File: src/hdl/nmhm_pkg.sv
`default_nettype none
package nmhm_pkg;

  localparam int unsigned NODE_COUNT = 16;
  localparam logic [10:0] HB_BASE = 11'h700;
  localparam logic [31:0] BOOT_TIME_RESET = 32'd10000;
  localparam int unsigned FLAG_START_BIT = 0;
  localparam int unsigned FLAG_NO_AUTOSTART_BIT = 3;

  localparam logic [2:0] KIND_CONFIG = 3'd0;
  localparam logic [2:0] KIND_START = 3'd1;
  localparam logic [2:0] KIND_FRAME = 3'd2;
  localparam logic [2:0] KIND_TICK = 3'd3;
  localparam logic [2:0] KIND_REQUEST = 3'd4;

  localparam logic [1:0] RK_EVENT = 2'd0;
  localparam logic [1:0] RK_FRAME = 2'd1;
  localparam logic [1:0] RK_STATUS = 2'd2;

  localparam logic [2:0] EV_INVALID = 3'd0;
  localparam logic [2:0] EV_BOOTUP = 3'd1;
  localparam logic [2:0] EV_HEARTBEAT = 3'd2;
  localparam logic [2:0] EV_HB_TIMEOUT = 3'd3;
  localparam logic [2:0] EV_BOOT_TIMEOUT = 3'd4;
  localparam logic [2:0] EV_READY = 3'd5;

  localparam logic [2:0] NS_WAIT = 3'd0;
  localparam logic [2:0] NS_PREOP = 3'd1;
  localparam logic [2:0] NS_OPER = 3'd2;
  localparam logic [2:0] NS_STOP = 3'd3;
  localparam logic [2:0] NS_TMO = 3'd4;

  localparam logic [7:0] HB_BOOTUP = 8'd0;
  localparam logic [7:0] HB_STOPPED = 8'd4;
  localparam logic [7:0] HB_OPER = 8'd5;
  localparam logic [7:0] HB_PREOP = 8'd127;

  localparam logic [7:0] NMT_START = 8'd1;
  localparam logic [7:0] NMT_STOP = 8'd2;
  localparam logic [7:0] NMT_PREOP = 8'd128;
  localparam logic [7:0] NMT_RESET_NODE = 8'd129;
  localparam logic [7:0] NMT_RESET_COMM = 8'd130;

  localparam logic [1:0] CFG_MASTER_ID = 2'd0;
  localparam logic [1:0] CFG_BOOT_TIME = 2'd1;
  localparam logic [1:0] CFG_FLAGS = 2'd2;

  typedef struct packed {
    logic [2:0]  kind;
    logic [6:0]  node_id;
    logic        mandatory;
    logic        autostart_en;
    logic [15:0] hb_limit;
    logic [10:0] can_id;
    logic [3:0]  dlc;
    logic [7:0]  data_byte;
    logic [31:0] now_ms;
    logic [7:0]  command;
  } in_item_t;

  typedef struct packed {
    logic [1:0]  result_kind;
    logic [2:0]  event_type;
    logic [6:0]  event_node;
    logic [7:0]  event_state;
    logic [31:0] event_time;
    logic [7:0]  nmt_command;
    logic        accepted;
    logic        last;
  } res_t;

  typedef enum logic [3:0] {
    CMD_NONE, CMD_CONFIG, CMD_START, CMD_START_STEP, CMD_FRAME, CMD_REQ_FRAME,
    CMD_REQ_STATUS, CMD_TICK_INIT, CMD_TMO_STEP, CMD_RDY_STEP, CMD_BOOT_EMIT,
    CMD_READY_EMIT, CMD_AS_STEP, CMD_FLUSH
  } cmd_e;

  typedef enum logic [3:0] {
    S_IDLE, S_EXEC, S_START_WALK, S_REQ2, S_TMO_WALK, S_RDY_WALK, S_DECIDE,
    S_AS_WALK, S_FLUSH
  } state_e;

  typedef struct packed {
    logic [2:0] kind;
    logic       running;
    logic       flag_start;
    logic       flag_noauto;
    logic       req_ok;
    logic       idx_last;
    logic       can_emit;
    logic       pend_v;
    logic       out_v;
    logic       bt_cond;
    logic       found;
    logic       ready_go;
  } dp_status_t;

endpackage
`default_nettype wire

File: src/hdl/nmhm_stream_if.sv
`default_nettype none
interface nmhm_stream_if #(parameter type T = logic);
  logic valid;
  logic ready;
  T     data;
  modport source (output valid, output data, input ready);
  modport sink (input valid, input data, output ready);
endinterface
`default_nettype wire

File: src/hdl/nmt_master_heartbeat_monitor_unit.sv
`default_nettype none
// nmt master with heartbeat consumer
// in_if carries one request item per transfer: configure node, start, received
// frame, time tick or nmt command request. out_if carries result items (events,
// nmt frames to send, call status); the final result of an item has last set.
// items that cause no result produce no transfer on out_if.
// cfg_we_i/cfg_idx_i/cfg_data_i write master id (0), boot time (1) and startup
// flags (2); write only while the block is idle.
// steps from one accepted item to the next with no stall: idle, execute, flush for a
// single-step item; idle, execute, second request step, flush for an accepted
// request; a time tick walks the node table twice (timeout pass, readiness pass)
// and a third time for auto-start frames; start walks the table once.
// one item at a time; in_if.ready is high only while idle.
// results go through a pending slot and an output register, so the block can
// go idle and take the next item while the last result still waits on out_if.
// a stalled receiver holds the walk at the next result to be produced.
// reset clears the node table, run state, times and configuration (boot time
// back to 10000 ms); no clearing pass is needed.
module nmt_master_heartbeat_monitor_unit #(
  parameter int unsigned NodeCount = nmhm_pkg::NODE_COUNT
) (
  input  wire logic        clk_i,
  input  wire logic        rst_ni,
  input  wire logic        cfg_we_i,
  input  wire logic [1:0]  cfg_idx_i,
  input  wire logic [31:0] cfg_data_i,
  nmhm_stream_if.sink      in_if,
  nmhm_stream_if.source    out_if
);

  nmhm_pkg::cmd_e       cmd;
  nmhm_pkg::dp_status_t status;
  logic                 in_ready;
  logic                 in_fire;

  assign in_if.ready = in_ready;
  assign in_fire = in_if.valid && in_ready;

  // sequencer: one item at a time, waits on the result slots
  nmhm_ctrl u_ctrl (
    .clk_i      (clk_i),
    .rst_ni     (rst_ni),
    .st_i       (status),
    .in_fire_i  (in_fire),
    .cmd_o      (cmd),
    .in_ready_o (in_ready)
  );

  // node table, run state and result buffering
  nmhm_datapath #(
    .NodeCount (NodeCount)
  ) u_dp (
    .clk_i       (clk_i),
    .rst_ni      (rst_ni),
    .cfg_we_i    (cfg_we_i),
    .cfg_idx_i   (cfg_idx_i),
    .cfg_data_i  (cfg_data_i),
    .in_fire_i   (in_fire),
    .in_item_i   (in_if.data),
    .cmd_i       (cmd),
    .out_ready_i (out_if.ready),
    .out_valid_o (out_if.valid),
    .out_res_o   (out_if.data),
    .st_o        (status)
  );

endmodule
`default_nettype wire

File: src/hdl/nmhm_ctrl.sv
`default_nettype none
module nmhm_ctrl (
  input  wire logic               clk_i,
  input  wire logic               rst_ni,
  input  wire nmhm_pkg::dp_status_t st_i,
  input  wire logic               in_fire_i,
  output nmhm_pkg::cmd_e          cmd_o,
  output logic                    in_ready_o
);

  nmhm_pkg::state_e state_q, state_d;

  always_ff @(posedge clk_i or negedge rst_ni) begin
    if (!rst_ni) state_q <= nmhm_pkg::S_IDLE;
    else state_q <= state_d;
  end

  // next state
  always_comb begin
    state_d = state_q;
    case (state_q)
      nmhm_pkg::S_IDLE: if (in_fire_i) state_d = nmhm_pkg::S_EXEC;
      nmhm_pkg::S_EXEC: begin
        if (st_i.can_emit) begin
          case (st_i.kind)
            nmhm_pkg::KIND_START:
              state_d = st_i.flag_start ? nmhm_pkg::S_START_WALK : nmhm_pkg::S_FLUSH;
            nmhm_pkg::KIND_TICK:
              state_d = st_i.running ? nmhm_pkg::S_TMO_WALK : nmhm_pkg::S_FLUSH;
            nmhm_pkg::KIND_REQUEST:
              state_d = st_i.req_ok ? nmhm_pkg::S_REQ2 : nmhm_pkg::S_FLUSH;
            default: state_d = nmhm_pkg::S_FLUSH;
          endcase
        end
      end
      nmhm_pkg::S_REQ2: if (st_i.can_emit) state_d = nmhm_pkg::S_FLUSH;
      nmhm_pkg::S_START_WALK: if (st_i.idx_last) state_d = nmhm_pkg::S_FLUSH;
      nmhm_pkg::S_TMO_WALK:
        if (st_i.can_emit && st_i.idx_last) state_d = nmhm_pkg::S_RDY_WALK;
      nmhm_pkg::S_RDY_WALK: if (st_i.idx_last) state_d = nmhm_pkg::S_DECIDE;
      nmhm_pkg::S_DECIDE: begin
        if (st_i.can_emit) begin
          if (st_i.bt_cond) state_d = nmhm_pkg::S_FLUSH;
          else if (st_i.ready_go && !st_i.flag_noauto) state_d = nmhm_pkg::S_AS_WALK;
          else state_d = nmhm_pkg::S_FLUSH;
        end
      end
      nmhm_pkg::S_AS_WALK:
        if (st_i.can_emit && st_i.idx_last) state_d = nmhm_pkg::S_FLUSH;
      nmhm_pkg::S_FLUSH: if (!st_i.pend_v || !st_i.out_v) state_d = nmhm_pkg::S_IDLE;
      default: state_d = nmhm_pkg::S_IDLE;
    endcase
  end

  // command outputs
  always_comb begin
    cmd_o = nmhm_pkg::CMD_NONE;
    in_ready_o = 1'b0;
    case (state_q)
      nmhm_pkg::S_IDLE: in_ready_o = 1'b1;
      nmhm_pkg::S_EXEC: begin
        if (st_i.can_emit) begin
          case (st_i.kind)
            nmhm_pkg::KIND_CONFIG: cmd_o = nmhm_pkg::CMD_CONFIG;
            nmhm_pkg::KIND_START: cmd_o = nmhm_pkg::CMD_START;
            nmhm_pkg::KIND_FRAME:
              if (st_i.running) cmd_o = nmhm_pkg::CMD_FRAME;
            nmhm_pkg::KIND_TICK:
              if (st_i.running) cmd_o = nmhm_pkg::CMD_TICK_INIT;
            nmhm_pkg::KIND_REQUEST:
              cmd_o = st_i.req_ok ? nmhm_pkg::CMD_REQ_FRAME : nmhm_pkg::CMD_REQ_STATUS;
            default: cmd_o = nmhm_pkg::CMD_NONE;
          endcase
        end
      end
      nmhm_pkg::S_REQ2: if (st_i.can_emit) cmd_o = nmhm_pkg::CMD_REQ_STATUS;
      nmhm_pkg::S_START_WALK: cmd_o = nmhm_pkg::CMD_START_STEP;
      nmhm_pkg::S_TMO_WALK: if (st_i.can_emit) cmd_o = nmhm_pkg::CMD_TMO_STEP;
      nmhm_pkg::S_RDY_WALK: cmd_o = nmhm_pkg::CMD_RDY_STEP;
      nmhm_pkg::S_DECIDE: begin
        if (st_i.can_emit) begin
          if (st_i.bt_cond) begin
            if (st_i.found) cmd_o = nmhm_pkg::CMD_BOOT_EMIT;
          end else if (st_i.ready_go) begin
            cmd_o = nmhm_pkg::CMD_READY_EMIT;
          end
        end
      end
      nmhm_pkg::S_AS_WALK: if (st_i.can_emit) cmd_o = nmhm_pkg::CMD_AS_STEP;
      nmhm_pkg::S_FLUSH:
        if (st_i.pend_v && !st_i.out_v) cmd_o = nmhm_pkg::CMD_FLUSH;
      default: cmd_o = nmhm_pkg::CMD_NONE;
    endcase
  end

endmodule
`default_nettype wire

File: src/hdl/nmhm_datapath.sv
`default_nettype none
module nmhm_datapath #(
  parameter int unsigned NodeCount = nmhm_pkg::NODE_COUNT
) (
  input  wire logic                 clk_i,
  input  wire logic                 rst_ni,
  input  wire logic                 cfg_we_i,
  input  wire logic [1:0]           cfg_idx_i,
  input  wire logic [31:0]          cfg_data_i,
  input  wire logic                 in_fire_i,
  input  wire nmhm_pkg::in_item_t   in_item_i,
  input  wire nmhm_pkg::cmd_e       cmd_i,
  input  wire logic                 out_ready_i,
  output logic                      out_valid_o,
  output nmhm_pkg::res_t            out_res_o,
  output nmhm_pkg::dp_status_t      st_o
);

  localparam int unsigned IW = $clog2(NodeCount + 1);
  localparam int unsigned Depth = NodeCount + 1;

  // configuration
  logic [6:0]  mid_q;
  logic [31:0] boot_q, flags_q;

  // item and globals
  nmhm_pkg::in_item_t item_q;
  logic        running_q, nready_q, btr_q;
  logic [31:0] start_q, latest_q;

  // node table, entry 0 is never assigned
  logic        asg_q  [Depth];
  logic        mand_q [Depth];
  logic        auto_q [Depth];
  logic [15:0] hbt_q  [Depth];
  logic [2:0]  nst_q  [Depth];
  logic [31:0] lhb_q  [Depth];

  // walk counter and scan results
  logic [IW-1:0] idx_q, first_q;
  logic          any_q, rdy_q, found_q;

  // pending result and output register
  nmhm_pkg::res_t pend_q, out_q;
  logic           pend_v_q, out_v_q;
  nmhm_pkg::res_t pend_last;

  logic           emit;
  nmhm_pkg::res_t emit_res;
  logic [IW-1:0]  cfg_node, fid;
  logic           frame_ok, needs_boot, tmo_hit;
  logic [31:0]    hb_age;

  assign cfg_node = item_q.node_id[IW-1:0];
  assign fid = IW'(item_q.can_id - nmhm_pkg::HB_BASE);
  assign frame_ok = (item_q.dlc == 4'd1) && (item_q.can_id >= nmhm_pkg::HB_BASE) &&
                    (item_q.can_id <= 11'(nmhm_pkg::HB_BASE + 11'(NodeCount)));
  assign needs_boot = asg_q[idx_q] && mand_q[idx_q] &&
                      (nst_q[idx_q] == nmhm_pkg::NS_WAIT || nst_q[idx_q] == nmhm_pkg::NS_TMO);
  assign hb_age = latest_q - lhb_q[idx_q];
  assign tmo_hit = asg_q[idx_q] && (hbt_q[idx_q] != 16'd0) &&
                   (hb_age > {16'd0, hbt_q[idx_q]}) && (nst_q[idx_q] != nmhm_pkg::NS_TMO);

  // pending result marked as the final one of its item
  always_comb begin
    pend_last = pend_q;
    pend_last.last = 1'b1;
  end

  always_comb begin
    st_o.kind        = item_q.kind;
    st_o.running     = running_q;
    st_o.flag_start  = flags_q[nmhm_pkg::FLAG_START_BIT];
    st_o.flag_noauto = flags_q[nmhm_pkg::FLAG_NO_AUTOSTART_BIT];
    st_o.req_ok      = (item_q.command == nmhm_pkg::NMT_START ||
                        item_q.command == nmhm_pkg::NMT_STOP ||
                        item_q.command == nmhm_pkg::NMT_PREOP ||
                        item_q.command == nmhm_pkg::NMT_RESET_NODE ||
                        item_q.command == nmhm_pkg::NMT_RESET_COMM) &&
                       (item_q.node_id <= 7'(NodeCount));
    st_o.idx_last    = (idx_q == IW'(NodeCount));
    st_o.can_emit    = !pend_v_q || !out_v_q;
    st_o.pend_v      = pend_v_q;
    st_o.out_v       = out_v_q;
    st_o.bt_cond     = !rdy_q && (boot_q != 32'd0) && !btr_q &&
                       ((latest_q - start_q) > boot_q);
    st_o.found       = found_q;
    st_o.ready_go    = !nready_q && any_q && rdy_q;
  end

  // result produced by the current command
  always_comb begin
    emit = 1'b0;
    emit_res = '0;
    emit_res.event_time = latest_q;
    case (cmd_i)
      nmhm_pkg::CMD_CONFIG: begin
        emit = 1'b1;
        emit_res.result_kind = nmhm_pkg::RK_STATUS;
        emit_res.accepted = (item_q.node_id != 7'd0) &&
                            (item_q.node_id <= 7'(NodeCount)) && (item_q.node_id != mid_q);
      end
      nmhm_pkg::CMD_START: begin
        emit = 1'b1;
        emit_res.result_kind = nmhm_pkg::RK_STATUS;
        emit_res.accepted = flags_q[nmhm_pkg::FLAG_START_BIT];
        if (flags_q[nmhm_pkg::FLAG_START_BIT]) emit_res.event_time = item_q.now_ms;
      end
      nmhm_pkg::CMD_FRAME: begin
        emit_res.event_time = item_q.now_ms;
        emit_res.result_kind = nmhm_pkg::RK_EVENT;
        if (!frame_ok) begin
          emit = 1'b1;
          emit_res.event_type = nmhm_pkg::EV_INVALID;
        end else if (asg_q[fid]) begin
          emit = 1'b1;
          emit_res.event_node = 7'(fid);
          emit_res.event_state = item_q.data_byte;
          case (item_q.data_byte)
            nmhm_pkg::HB_BOOTUP: emit_res.event_type = nmhm_pkg::EV_BOOTUP;
            nmhm_pkg::HB_PREOP, nmhm_pkg::HB_OPER, nmhm_pkg::HB_STOPPED:
              emit_res.event_type = nmhm_pkg::EV_HEARTBEAT;
            default: emit_res.event_type = nmhm_pkg::EV_INVALID;
          endcase
        end
      end
      nmhm_pkg::CMD_REQ_FRAME: begin
        emit = 1'b1;
        emit_res.result_kind = nmhm_pkg::RK_FRAME;
        emit_res.event_node = item_q.node_id;
        emit_res.nmt_command = item_q.command;
      end
      nmhm_pkg::CMD_REQ_STATUS: begin
        emit = 1'b1;
        emit_res.result_kind = nmhm_pkg::RK_STATUS;
        emit_res.accepted = st_o.req_ok;
      end
      nmhm_pkg::CMD_TMO_STEP: begin
        emit = tmo_hit;
        emit_res.result_kind = nmhm_pkg::RK_EVENT;
        emit_res.event_type = nmhm_pkg::EV_HB_TIMEOUT;
        emit_res.event_node = 7'(idx_q);
      end
      nmhm_pkg::CMD_BOOT_EMIT: begin
        emit = 1'b1;
        emit_res.result_kind = nmhm_pkg::RK_EVENT;
        emit_res.event_type = nmhm_pkg::EV_BOOT_TIMEOUT;
        emit_res.event_node = 7'(first_q);
      end
      nmhm_pkg::CMD_READY_EMIT: begin
        emit = 1'b1;
        emit_res.result_kind = nmhm_pkg::RK_EVENT;
        emit_res.event_type = nmhm_pkg::EV_READY;
      end
      nmhm_pkg::CMD_AS_STEP: begin
        emit = asg_q[idx_q] && auto_q[idx_q];
        emit_res.result_kind = nmhm_pkg::RK_FRAME;
        emit_res.event_node = 7'(idx_q);
        emit_res.nmt_command = nmhm_pkg::NMT_START;
      end
      default: emit = 1'b0;
    endcase
  end

  // control and state registers
  always_ff @(posedge clk_i or negedge rst_ni) begin
    if (!rst_ni) begin
      mid_q <= '0;
      boot_q <= nmhm_pkg::BOOT_TIME_RESET;
      flags_q <= '0;
      running_q <= 1'b0;
      nready_q <= 1'b0;
      btr_q <= 1'b0;
      start_q <= '0;
      latest_q <= '0;
      idx_q <= IW'(1);
      pend_v_q <= 1'b0;
      out_v_q <= 1'b0;
      for (int i = 0; i < Depth; i++) begin
        asg_q[i] <= 1'b0;
        mand_q[i] <= 1'b0;
        auto_q[i] <= 1'b0;
        hbt_q[i] <= '0;
        nst_q[i] <= nmhm_pkg::NS_WAIT;
        lhb_q[i] <= '0;
      end
    end else begin
      if (cfg_we_i) begin
        case (cfg_idx_i)
          nmhm_pkg::CFG_MASTER_ID: mid_q <= cfg_data_i[6:0];
          nmhm_pkg::CFG_BOOT_TIME: boot_q <= cfg_data_i;
          nmhm_pkg::CFG_FLAGS: flags_q <= cfg_data_i;
          default: ;
        endcase
      end

      // output register and pending slot
      if (out_v_q && out_ready_i) out_v_q <= 1'b0;
      if (emit) begin
        pend_v_q <= 1'b1;
        if (pend_v_q) out_v_q <= 1'b1;
      end else if (cmd_i == nmhm_pkg::CMD_FLUSH) begin
        pend_v_q <= 1'b0;
        out_v_q <= 1'b1;
      end

      case (cmd_i)
        nmhm_pkg::CMD_CONFIG: begin
          if (emit_res.accepted) begin
            asg_q[cfg_node] <= 1'b1;
            mand_q[cfg_node] <= item_q.mandatory;
            auto_q[cfg_node] <= item_q.autostart_en;
            hbt_q[cfg_node] <= item_q.hb_limit;
            nst_q[cfg_node] <= nmhm_pkg::NS_WAIT;
          end
        end
        nmhm_pkg::CMD_START: begin
          idx_q <= IW'(1);
          if (flags_q[nmhm_pkg::FLAG_START_BIT]) begin
            latest_q <= item_q.now_ms;
            start_q <= item_q.now_ms;
            running_q <= 1'b1;
            nready_q <= 1'b0;
            btr_q <= 1'b0;
          end
        end
        nmhm_pkg::CMD_START_STEP: begin
          if (asg_q[idx_q]) begin
            nst_q[idx_q] <= nmhm_pkg::NS_WAIT;
            lhb_q[idx_q] <= item_q.now_ms;
          end
          idx_q <= st_o.idx_last ? IW'(1) : idx_q + IW'(1);
        end
        nmhm_pkg::CMD_FRAME: begin
          latest_q <= item_q.now_ms;
          if (frame_ok && asg_q[fid]) begin
            lhb_q[fid] <= item_q.now_ms;
            case (item_q.data_byte)
              nmhm_pkg::HB_BOOTUP, nmhm_pkg::HB_PREOP: nst_q[fid] <= nmhm_pkg::NS_PREOP;
              nmhm_pkg::HB_OPER: nst_q[fid] <= nmhm_pkg::NS_OPER;
              nmhm_pkg::HB_STOPPED: nst_q[fid] <= nmhm_pkg::NS_STOP;
              default: ;
            endcase
          end
        end
        nmhm_pkg::CMD_TICK_INIT: begin
          latest_q <= item_q.now_ms;
          idx_q <= IW'(1);
        end
        nmhm_pkg::CMD_TMO_STEP: begin
          if (tmo_hit) nst_q[idx_q] <= nmhm_pkg::NS_TMO;
          idx_q <= st_o.idx_last ? IW'(1) : idx_q + IW'(1);
        end
        nmhm_pkg::CMD_RDY_STEP: idx_q <= st_o.idx_last ? IW'(1) : idx_q + IW'(1);
        nmhm_pkg::CMD_BOOT_EMIT: btr_q <= 1'b1;
        nmhm_pkg::CMD_READY_EMIT: begin
          nready_q <= 1'b1;
          idx_q <= IW'(1);
        end
        nmhm_pkg::CMD_AS_STEP: idx_q <= st_o.idx_last ? IW'(1) : idx_q + IW'(1);
        default: ;
      endcase
    end
  end

  // payload registers, a pending result never carries last
  always_ff @(posedge clk_i) begin
    if (in_fire_i) item_q <= in_item_i;
    if (emit) begin
      pend_q <= emit_res;
      if (pend_v_q) out_q <= pend_q;
    end else if (cmd_i == nmhm_pkg::CMD_FLUSH) begin
      out_q <= pend_last;
    end
    // readiness scan accumulators
    if (cmd_i == nmhm_pkg::CMD_TICK_INIT) begin
      any_q <= 1'b0;
      rdy_q <= 1'b1;
      found_q <= 1'b0;
      first_q <= '0;
    end else if (cmd_i == nmhm_pkg::CMD_RDY_STEP) begin
      if (asg_q[idx_q]) any_q <= 1'b1;
      if (needs_boot) begin
        rdy_q <= 1'b0;
        if (!found_q) begin
          found_q <= 1'b1;
          first_q <= idx_q;
        end
      end
    end
  end

  assign out_valid_o = out_v_q;
  assign out_res_o = out_q;

endmodule
`default_nettype wire

File: src/flat_wrapper.sv
// flat-port wrapper written by rule: the top's interface ports become plain ports
module nmt_master_heartbeat_monitor_unit_flat 
#(
  parameter int unsigned NodeCount = nmhm_pkg::NODE_COUNT
)
  (clk_i, rst_ni, cfg_we_i, cfg_idx_i, cfg_data_i, in_if_valid, in_if_data, in_if_ready, out_if_valid, out_if_data, out_if_ready);
  nmhm_stream_if #(.T(nmhm_pkg::in_item_t)) in_if_i ();
  nmhm_stream_if #(.T(nmhm_pkg::res_t)) out_if_i ();
  input  wire logic clk_i;
  input  wire logic rst_ni;
  input  wire logic cfg_we_i;
  input  wire logic [1:0] cfg_idx_i;
  input  wire logic [31:0] cfg_data_i;
  input wire logic [$bits(in_if_i.valid)-1:0] in_if_valid;
  input wire logic [$bits(in_if_i.data)-1:0] in_if_data;
  output wire logic [$bits(in_if_i.ready)-1:0] in_if_ready;
  output wire logic [$bits(out_if_i.valid)-1:0] out_if_valid;
  output wire logic [$bits(out_if_i.data)-1:0] out_if_data;
  input wire logic [$bits(out_if_i.ready)-1:0] out_if_ready;
  assign in_if_i.valid = in_if_valid;
  assign in_if_i.data = in_if_data;
  assign in_if_ready = in_if_i.ready;
  assign out_if_valid = out_if_i.valid;
  assign out_if_data = out_if_i.data;
  assign out_if_i.ready = out_if_ready;
  nmt_master_heartbeat_monitor_unit #(.NodeCount(NodeCount)) u_core (.clk_i(clk_i), .rst_ni(rst_ni), .cfg_we_i(cfg_we_i), .cfg_idx_i(cfg_idx_i), .cfg_data_i(cfg_data_i), .in_if(in_if_i), .out_if(out_if_i));
endmodule
File: config.mk
export PLATFORM = sky130hd
export DESIGN_NAME = nmt_master_heartbeat_monitor_unit_flat
export DESIGN_NICKNAME = d
export VERILOG_FILES = /design/src/hdl/nmhm_pkg.sv /design/src/hdl/nmhm_stream_if.sv /design/src/hdl/nmt_master_heartbeat_monitor_unit.sv /design/src/hdl/nmhm_ctrl.sv /design/src/hdl/nmhm_datapath.sv /design/src/flat_wrapper.sv
export SDC_FILE = /design/constraint.sdc
export NUM_CORES = 2
export LEC_CHECK = 0
export ABC_AREA = 1
export BUFFER_PORTS_ARGS = -buffer_cell sky130_fd_sc_hd__buf_2
export CAP_MARGIN = 40
export CELL_PAD_IN_SITES_DETAIL_PLACEMENT = 0
export CELL_PAD_IN_SITES_GLOBAL_PLACEMENT = 1
export CORE_MARGIN = 2
export CORE_UTILIZATION = 45
export CTS_BUF_LIST = sky130_fd_sc_hd__clkbuf_16
export DETAILED_ROUTE_END_ITERATION = 6
export GPL_TIMING_DRIVEN = 0
export PLACE_DENSITY_LB_ADDON = 0.08
export SYNTH_ARGS = -nofsm -noshare
export SYNTH_HDL_FRONTEND = slang
export SYNTH_HIERARCHICAL = 1
export SYNTH_SLANG_ARGS = --single-unit
File: constraint.sdc
create_clock -name clk_i -period 10.6 [get_ports clk_i]
set_clock_uncertainty 0.15 [all_clocks]
set_input_delay 2.12 -clock clk_i [delete_from_list [all_inputs] [get_ports clk_i]]
set_output_delay 2.12 -clock clk_i [all_outputs]
set_load 0.01 [all_outputs]
# Word-level counts from Yosys, hierarchy flattened
# Cells that the tools add are included.
dict set report word_totals {
  ff_bits 1261
  latchBits 0
  ram_bits 0
  mem_bits_ro 0
  inputBits 130
  out_inout_bits 64
  wordCells 420
  memories 0
}
dict set report op_classes {
  n_addsub 4
  n_mul 0
  div_mod_pow 0
  order_cmp 11
  eq_ne 56
  shift 0
  n_mux 109
  bitwise 21
  n_reduce_logical 76
}
# operator count
set ops {}
lappend ops {{bitwise mux 544 bit} 2}
lappend ops {{two-way mux 544 bit} 2}
lappend ops {{one-hot mux 544 bit (2 select lines)} 1}
lappend ops {{demux 32 bit (select 5 bit)} 2}
lappend ops {{bitwise mux 272 bit} 1}
lappend ops {{two-way mux 51 bit} 4}
lappend ops {{one-hot mux 51 bit (4 select lines)} 1}
lappend ops {{two-way mux 62 bit} 3}
lappend ops {{binary-select mux 32 bit (select 5 bit)} 1}
lappend ops {{two-way mux 32 bit} 5}
lappend ops {{one-hot mux 51 bit (3 select lines)} 1}
lappend ops {{one-hot mux 32 bit (2 select lines)} 2}
lappend ops {{AND 34 bit} 3}
lappend ops {{AND 51 bit} 2}
lappend ops {{inverter 34 bit} 3}
lappend ops {{inverter 51 bit} 2}
lappend ops {{two-way mux 4 bit} 21}
lappend ops {{binary-select mux 16 bit (select 5 bit)} 1}
lappend ops {{demux 16 bit (select 5 bit)} 1}
lappend ops {{OR 17 bit} 4}
lappend ops {{subtractor 32 bit} 2}
lappend ops {{two-way mux 16 bit} 3}
lappend ops {{demux 3 bit (select 5 bit)} 3}
lappend ops {{one-hot mux 4 bit (9 select lines)} 1}
lappend ops {{other kinds (75)} 206}

# Longest topological paths before layout
dict set report logic_depth {
  depth_word 15
  depth_mapped 43
  mapped_depth_nobuf 41
}

# By module
# Netlist, hierarchy kept.
# mod n_inst cells_per_inst area_per_inst_um2 seq_area_each_um2
set by_module_without_submodules {}
lappend by_module_without_submodules {nmhm_datapath 1 7093 59981.3 32443.6}
lappend by_module_without_submodules {nmhm_ctrl 1 124 633.1 100.1}
lappend by_module_without_submodules {nmt_master_heartbeat_monitor_unit 1 2 7.5 0.0}

# Worst setup path before layout
# No wires, ideal clock.
dict set report synth_path {
  kind {flip-flop to flip-flop}
  startpoint {reg u_core.u_dp.latest_q[0]}
  endpoint {reg u_core.u_dp.out_q (netlist bit u_core/u_dp/out_res_o[0]), enable pin}
  setup_ns 0.422
  arrival_ns 7.614
  t_required_ns 10.028
  path_slack_ns 2.414
  path_stages_with_launch 39
  path_buffers 1
  period_less_slack_ns 8.186
  path_cell_list {dfrtp_1 > inv_1 > ha_1 > inv_1 > fa_1 > nand3_1 > nand2_1 > a21oi_1 > inv_1 > a21oi_1 > nor2_1 > nor2_1 > o31ai_1 > a21oi_1 > xor2_1 > ha_1 > nand2_1 > inv_1 > [3 not listed] > nor2_1 > a221oi_1 > nor2_1 > inv_1 > nand2_1 > nor2_1 > a21oi_1 > nand4_1 > nor2_1 > inv_1 > nor2_1 > clkbuf_1 > nand2_1 > nand2_1 > a21oi_1 > nand2_1 > nand2_1 > nand2_1}
}
# item line_no
set synth_rtl {}
lappend synth_rtl {{start: declaration} nmhm_datapath.sv:29} ;# logic [31:0] start_q, latest_q;
lappend synth_rtl {{start signal: assignment} nmhm_datapath.sv:220} ;# latest_q <= item_q.now_ms;
lappend synth_rtl {{start signal: assignment} nmhm_datapath.sv:235} ;# latest_q <= item_q.now_ms;
lappend synth_rtl {{start signal: assignment} nmhm_datapath.sv:247} ;# latest_q <= item_q.now_ms;
lappend synth_rtl {{end signal: assignment} nmhm_datapath.sv:271} ;# if (pend_v_q) out_q <= pend_q;
lappend synth_rtl {{end signal: assignment} nmhm_datapath.sv:273} ;# out_q <= pend_last;
lappend synth_rtl {{end: declaration} nmhm_datapath.sv:44} ;# nmhm_pkg::res_t pend_q, out_q;

# Worst setup path in the final report
dict set report layout_path {
  startpoint {reg u_core.u_dp.idx_q[0]}
  endpoint {reg u_core.u_dp.out_q (netlist bit u_core/u_dp/out_res_o[39]), enable pin}
}
dict set report layout_via {
  elab_chain_cells 11
  elab_cells_between_ends 28
  cone_classes {add/sub: 1; order compare: 1; eq/ne: 2; mux: 16; bitwise: 1; reduce/logical: 7}
}
# item line_no
set layout_rtl {}
lappend layout_rtl {{start: declaration} nmhm_datapath.sv:40} ;# logic [IW-1:0] idx_q, first_q;
lappend layout_rtl {{start signal: assignment} nmhm_datapath.sv:232} ;# idx_q <= st_o.idx_last ? IW'(1) : idx_q + IW'(1);
lappend layout_rtl {{start signal: assignment} nmhm_datapath.sv:252} ;# idx_q <= st_o.idx_last ? IW'(1) : idx_q + IW'(1);
lappend layout_rtl {{start signal: assignment} nmhm_datapath.sv:254} ;# nmhm_pkg::CMD_RDY_STEP: idx_q <= st_o.idx_last ? IW'(1) : idx_q + IW'(1);
lappend layout_rtl {{inverter 5 -> 6 bit (not written as such) *} --}
lappend layout_rtl {{binary-select mux 32 bit (select 5 bit) / binary-select mux 16 bit (select 5 bit) (equally long branches)} {nmhm_datapath.sv:60, nmhm_datapath.sv:61, nmhm_datapath.sv:62}}
lappend layout_rtl {{two-way mux 32 bit (not written as such) / two-way mux 16 bit (equally long branches) (2 in series)} {nmhm_datapath.sv:60, nmhm_datapath.sv:61, nmhm_datapath.sv:62}}
lappend layout_rtl {{subtractor 32 bit / nonzero test 16 bit (equally long branches)} {nmhm_datapath.sv:60, nmhm_datapath.sv:61}}
lappend layout_rtl {{> comparator 32 x 16 -> 1 bit / logical AND 1 bit (equally long branches)} {nmhm_datapath.sv:62, nmhm_datapath.sv:61}}
lappend layout_rtl {{logical AND 1 bit} nmhm_datapath.sv:61} ;# assign tmo_hit = asg_q[idx_q] && (hbt_q[idx_q] != 16'd0) &&
lappend layout_rtl {{logical AND 1 bit} nmhm_datapath.sv:62} ;# (hb_age > {16'd0, hbt_q[idx_q]}) && (nst_q[idx_q] != nmhm_pkg::NS_TMO);
lappend layout_rtl {{one-hot mux 1 bit (4 select lines) *} nmhm_datapath.sv:96} ;# case (cmd_i)
lappend layout_rtl {{via u_core.u_dp.emit} nmhm_datapath.sv:48} ;# logic emit;
lappend layout_rtl {{!= test 2 bit (no source line) / nonzero test 2 bit (equally long branches)} --}
lappend layout_rtl {{AND reduction 2 bit (no source line) *} --}
# Mark *: on every way through the listed nets, which the timed path passes. The rest lies on a longest branch. The select of a mux whose other input is x is not followed.
# A chain may end at the register's enable or synchronous reset.

==> metrics.csv <==
stage;metric;value;unit
run_status;status;finished with violations;
run_status;failing checks;design-rule violations;
timing;Max Slew Vio Count;0;
logic_synthesis;main combinational cell family by area after synthesis;simple AND/OR/NAND/NOR gates;
floorplanning;Die W;371;um
pwr;sequential power share;29.1;%
setup_path;slowest stage delay, CP;570;ps
cts;CTS Hold Bufs;0;
cts;CTS Sinks;1259;
placement;HPWL after DPL;170000;um
timing;fmax;103;MHz
global_routing;largest net degree at the start of global routing;158;
placement;port bufs;193;
timing;Setup TNS Final;0;ps
cts;setup bufs post-CTS;0;
logic_synthesis;EDFF count, synth;214;
timing;Worst Tran Pin Value;1160;ps
pwr;total power;23.9;mW
logic_synthesis;syn avg cell area;8.40;um2
route;drt drc;1;
timing;Slew headroom;22.7;%
floorplanning;Die H;371;um
route;Wirelength per Cell;23.6;um
floorplanning;Core Region;0.134;mm2
flow_run;Max-Cap Viols;0;
logic_synthesis;Post-Synth Adder-Cell Area;2.46;%
floorplanning;Top-Level Pins;194;
cts;clock slew at reported path FFs;60;ps
logic_synthesis;Main synth FF type;dfrtp_1;
cts;root buf cell;clkbuf_16;
cts;CTS tree;yes;
setup_path;critical path type;flop to flop;
route;routed wire length;224000;um
setup_path;Worst setup SP type;flop;
route;Vias per Instance;5.69;
setup_path;critical path arrival;10030;ps
floorplanning;initial core utilization;45.4;%
logic_synthesis;Compound-Gate Fraction of Synth Area;17.6;%
logic_synthesis;synth unique cells;59;
logic_synthesis;fraction of registers with async set/reset;82.4;%
cells_and_area;nets;7839;
logic_synthesis;Synth Area in XOR/XNOR;0.780;%
timing;RSZ-0062 raised after global routing;no;
logic_synthesis;Post-Syn Nets;7467;
timing;final count of hold timing violations;0;
route;vias;53900;
global_routing;GRT Residual Overflow;0;
timing;Tcrit/Tclk final;91.9;%
floorplanning;die area;0.138;mm2
pwr;clock share of power;21.1;%
placement;Placer Congestion;0.996;
cts;CTS H-tree lvls;4;
timing;min cycle time layout;9740;ps
cts;Skew-Pair Late Insertion Delay;790;ps
cts;TritonCTS buffer count;147;
pwr;Sw Ratio;46.8;%
route;drt first pass iters;7;
pwr;cell area power density;346;mW/mm2
pwr;Max VDD drop;0.301;mV
floorplanning;std cell rows;134;
global_routing;initial antenna violation count;2;
min_path;min-delay worst type;flop to flop;
logic_synthesis;Netlist Area Pre-Place;0.0606;mm2
logic_synthesis;multiplexer share of the synthesized area;0;%
route;initial DRC count;5638;
logic_synthesis;Yosys Warn Count;6;
pwr;cell leakage power;31.6;nW
timing;Hold Worst Slack;263;ps
logic_synthesis;Synth Instances;7219;
global_routing;global-route wire length before repair;331000;um
cells_and_area;Area Growth Syn to Fin;14.0;%
cells_and_area;share of layout cells above drive strength 1;8.18;%
global_routing;vias in the first global route;51000;
setup_path;Crit path required time;10890;ps
setup_path;Worst setup EP type;flop;
cells_and_area;number of diodes;0;
timing;Setup violations, final;0;
global_routing;GR Util All Layers;32.4;%
cts;Max clock buf depth;3;
logic_synthesis;Seq/Total Area, Yosys;53.7;%
pwr;Comb power frac;49.8;%
logic_synthesis;area share of and/or/nand/nor cells after synthesis;19.2;%
setup_path;Critical-path top delay cell;clkbuf_1;
pwr;Psw;11.2;mW
route;post-route ant nets;0;
cts;cts repair resizes;0;
pwr;Internal;12.7;mW
setup_path;CP Max Fanout;42;
logic_synthesis;flops & latches, synth;1259;
setup_path;most used cell, CP;nand2_1;
final timing paths:
check / start / endpoint / slack (ps) / cells past startpoint
setup reg to reg: u_core/u_dp/idx_q[0]$_DFFE_PN1P_ / u_core/u_dp/out_res_o[39]$_DFFE_PP_ / 860 / 37
min in group asynchronous: rst_ni / u_core/u_dp/nst_q[18]$_DFFE_PN0P_ / 1120 / 1
hold / removal: u_core/u_dp/pend_last[30]$_DFFE_PP_ / u_core/u_dp/out_res_o[30]$_DFFE_PP_ / 260 / 0
max in group asynchronous: rst_ni / u_core/u_dp/lhb_q[502]$_DFFE_PN0P_ / 6820 / 4
hold reg to reg: u_core/u_dp/pend_last[30]$_DFFE_PP_ / u_core/u_dp/out_res_o[30]$_DFFE_PP_ / 260 / 0
setup / recovery: u_core/u_dp/idx_q[0]$_DFFE_PN1P_ / u_core/u_dp/out_res_o[39]$_DFFE_PP_ / 860 / 37
stage by stage:
step	instances	utilization, %	area, um2	worst slack [ps]
2_1_floorplan	7219	-	60600	2410
3_3_place_gp	9180	47.7	63800	-16390
3_5_place_dp	9208	48.1	64300	1150
4_1_cts	9478	51.7	69100	1080
5_1_grt	9480	51.7	69100	532
6_report	9480	51.7	69100	858
critical path: cells and delay by family (launching register included):
| family | cells | cell delay (ps) |
|---|---|---|
| flops | 1 | 560 |
| fa+ha+maj | 2 | 650 |
| compound gates | 2 | 680 |
| simple gates | 22 | 3240 |
| xor+xnor | 1 | 330 |
| buf+inv | 10 | 3620 |
synth_stat cells, types with 6 or more instances:
cell type	number	area share (%)
buf_4	13	0.16
dfxtp_1	8	0.26
nand2_4	8	0.15
buf_2	112	0.92
nand4_1	36	0.37
buf_1	10	0.062
dfstp_2	6	0.26
dfrtp_1	1031	43
a31oi_1	9	0.093
inv_2	10	0.062
nor4_1	13	0.13
nand3_1	287	2.4
o22ai_1	205	2.1
nand2_2	7	0.072
clkbuf_1	320	2.0
ha_1	116	2.4
xor2_1	39	0.56
xnor2_1	15	0.22
nor3_1	41	0.34
a221oi_1	32	0.46
o21ai_0	1247	10
and2_1	7	0.072
inv_1	462	2.9
o311ai_0	31	0.45
o21a_1	7	0.087
o21bai_1	33	0.41
o31ai_1	8	0.099
nor2_2	10	0.10
buf_6	9	0.17
a21oi_1	178	1.5
nor2_1	684	4.2
edfxtp_1	214	11
o2111ai_1	6	0.087
o211ai_1	45	0.56
o21ai_1	142	1.2
nand2_1	1765	11
power groups by stage:
stage	clock [mW]	combinational, mW	sequential [mW]
6_report	5.06	11.9	6.95
5_1_grt	5.33	13.1	7.07
4_1_cts	5.14	11.8	6.94
3_5_place_dp	0	11.7	7.02
3_3_place_gp	0	11.4	7.09
2_1_floorplan	0	7.28	6.91
final cells by class:
type / instances / area, um2
fillers: 13000 / 64500
multi-input cells: 5020 / 24300
inverters: 475 / 1790
clock buffers: 153 / 3830
repair buffers: 223 / 1470
flip-flops and latches: 1259 / 32500
well taps: 1768 / 2210
clock inverters: 117 / 951
plain buffers: 465 / 2020
state kept, by name, indices dropped and copies added (netlist names), 7 cells and up:
register and count:
u_core/u_dp/boot_q 32, u_core/u_dp/hbt_q 272, u_core/u_dp/mid_q 7, u_core/u_dp/nst_q 51
u_core/u_dp/start_q 32, u_core/u_dp/latest_q 32, u_core/u_dp/asg_q 17, u_core/u_dp/mand_q 17
u_core/u_dp/pend_last 61, u_core/u_dp/item_q 83, u_core/u_dp/lhb_q 544, u_core/u_dp/auto_q 17
u_core/u_dp/out_res_o 62
cell usage in the layout, fill, tap and decap left out, drive strengths merged, types with 45 or more instances in the layout:
master,synthesis,layout
o22ai,205,205
ha,116,116
inv,473,512
a21oi,179,179
nand2,1780,1780
clkinv,2,58
buf,145,367
dfrtp,1031,1031
nor2,697,697
clkbuf,320,473
edfxtp,214,214
nand3,295,295
o21ai,1389,1389
o211ai,45,45
metal layers:
| metal | part of all wire, % | global-route usage (%) |
|---|---|---|
| met2 | 44 | 49.2 |
| met1 | 44 | 47.0 |
| met4 | 3.4 | 11.1 |
| met3 | 8.1 | 5.24 |
| met5 | 0 | 0 |
logic make-up after synthesis:
kind of cell / count (synthesis)
AND/OR/NAND/NOR: 2885
flip-flops: 1259
AO/OA/AOI/OAI: 1963
buffers and inverters: 940
adder cells (fa/ha/maj): 118
XOR/XNOR: 54
(Power assumes the default switching activity.)
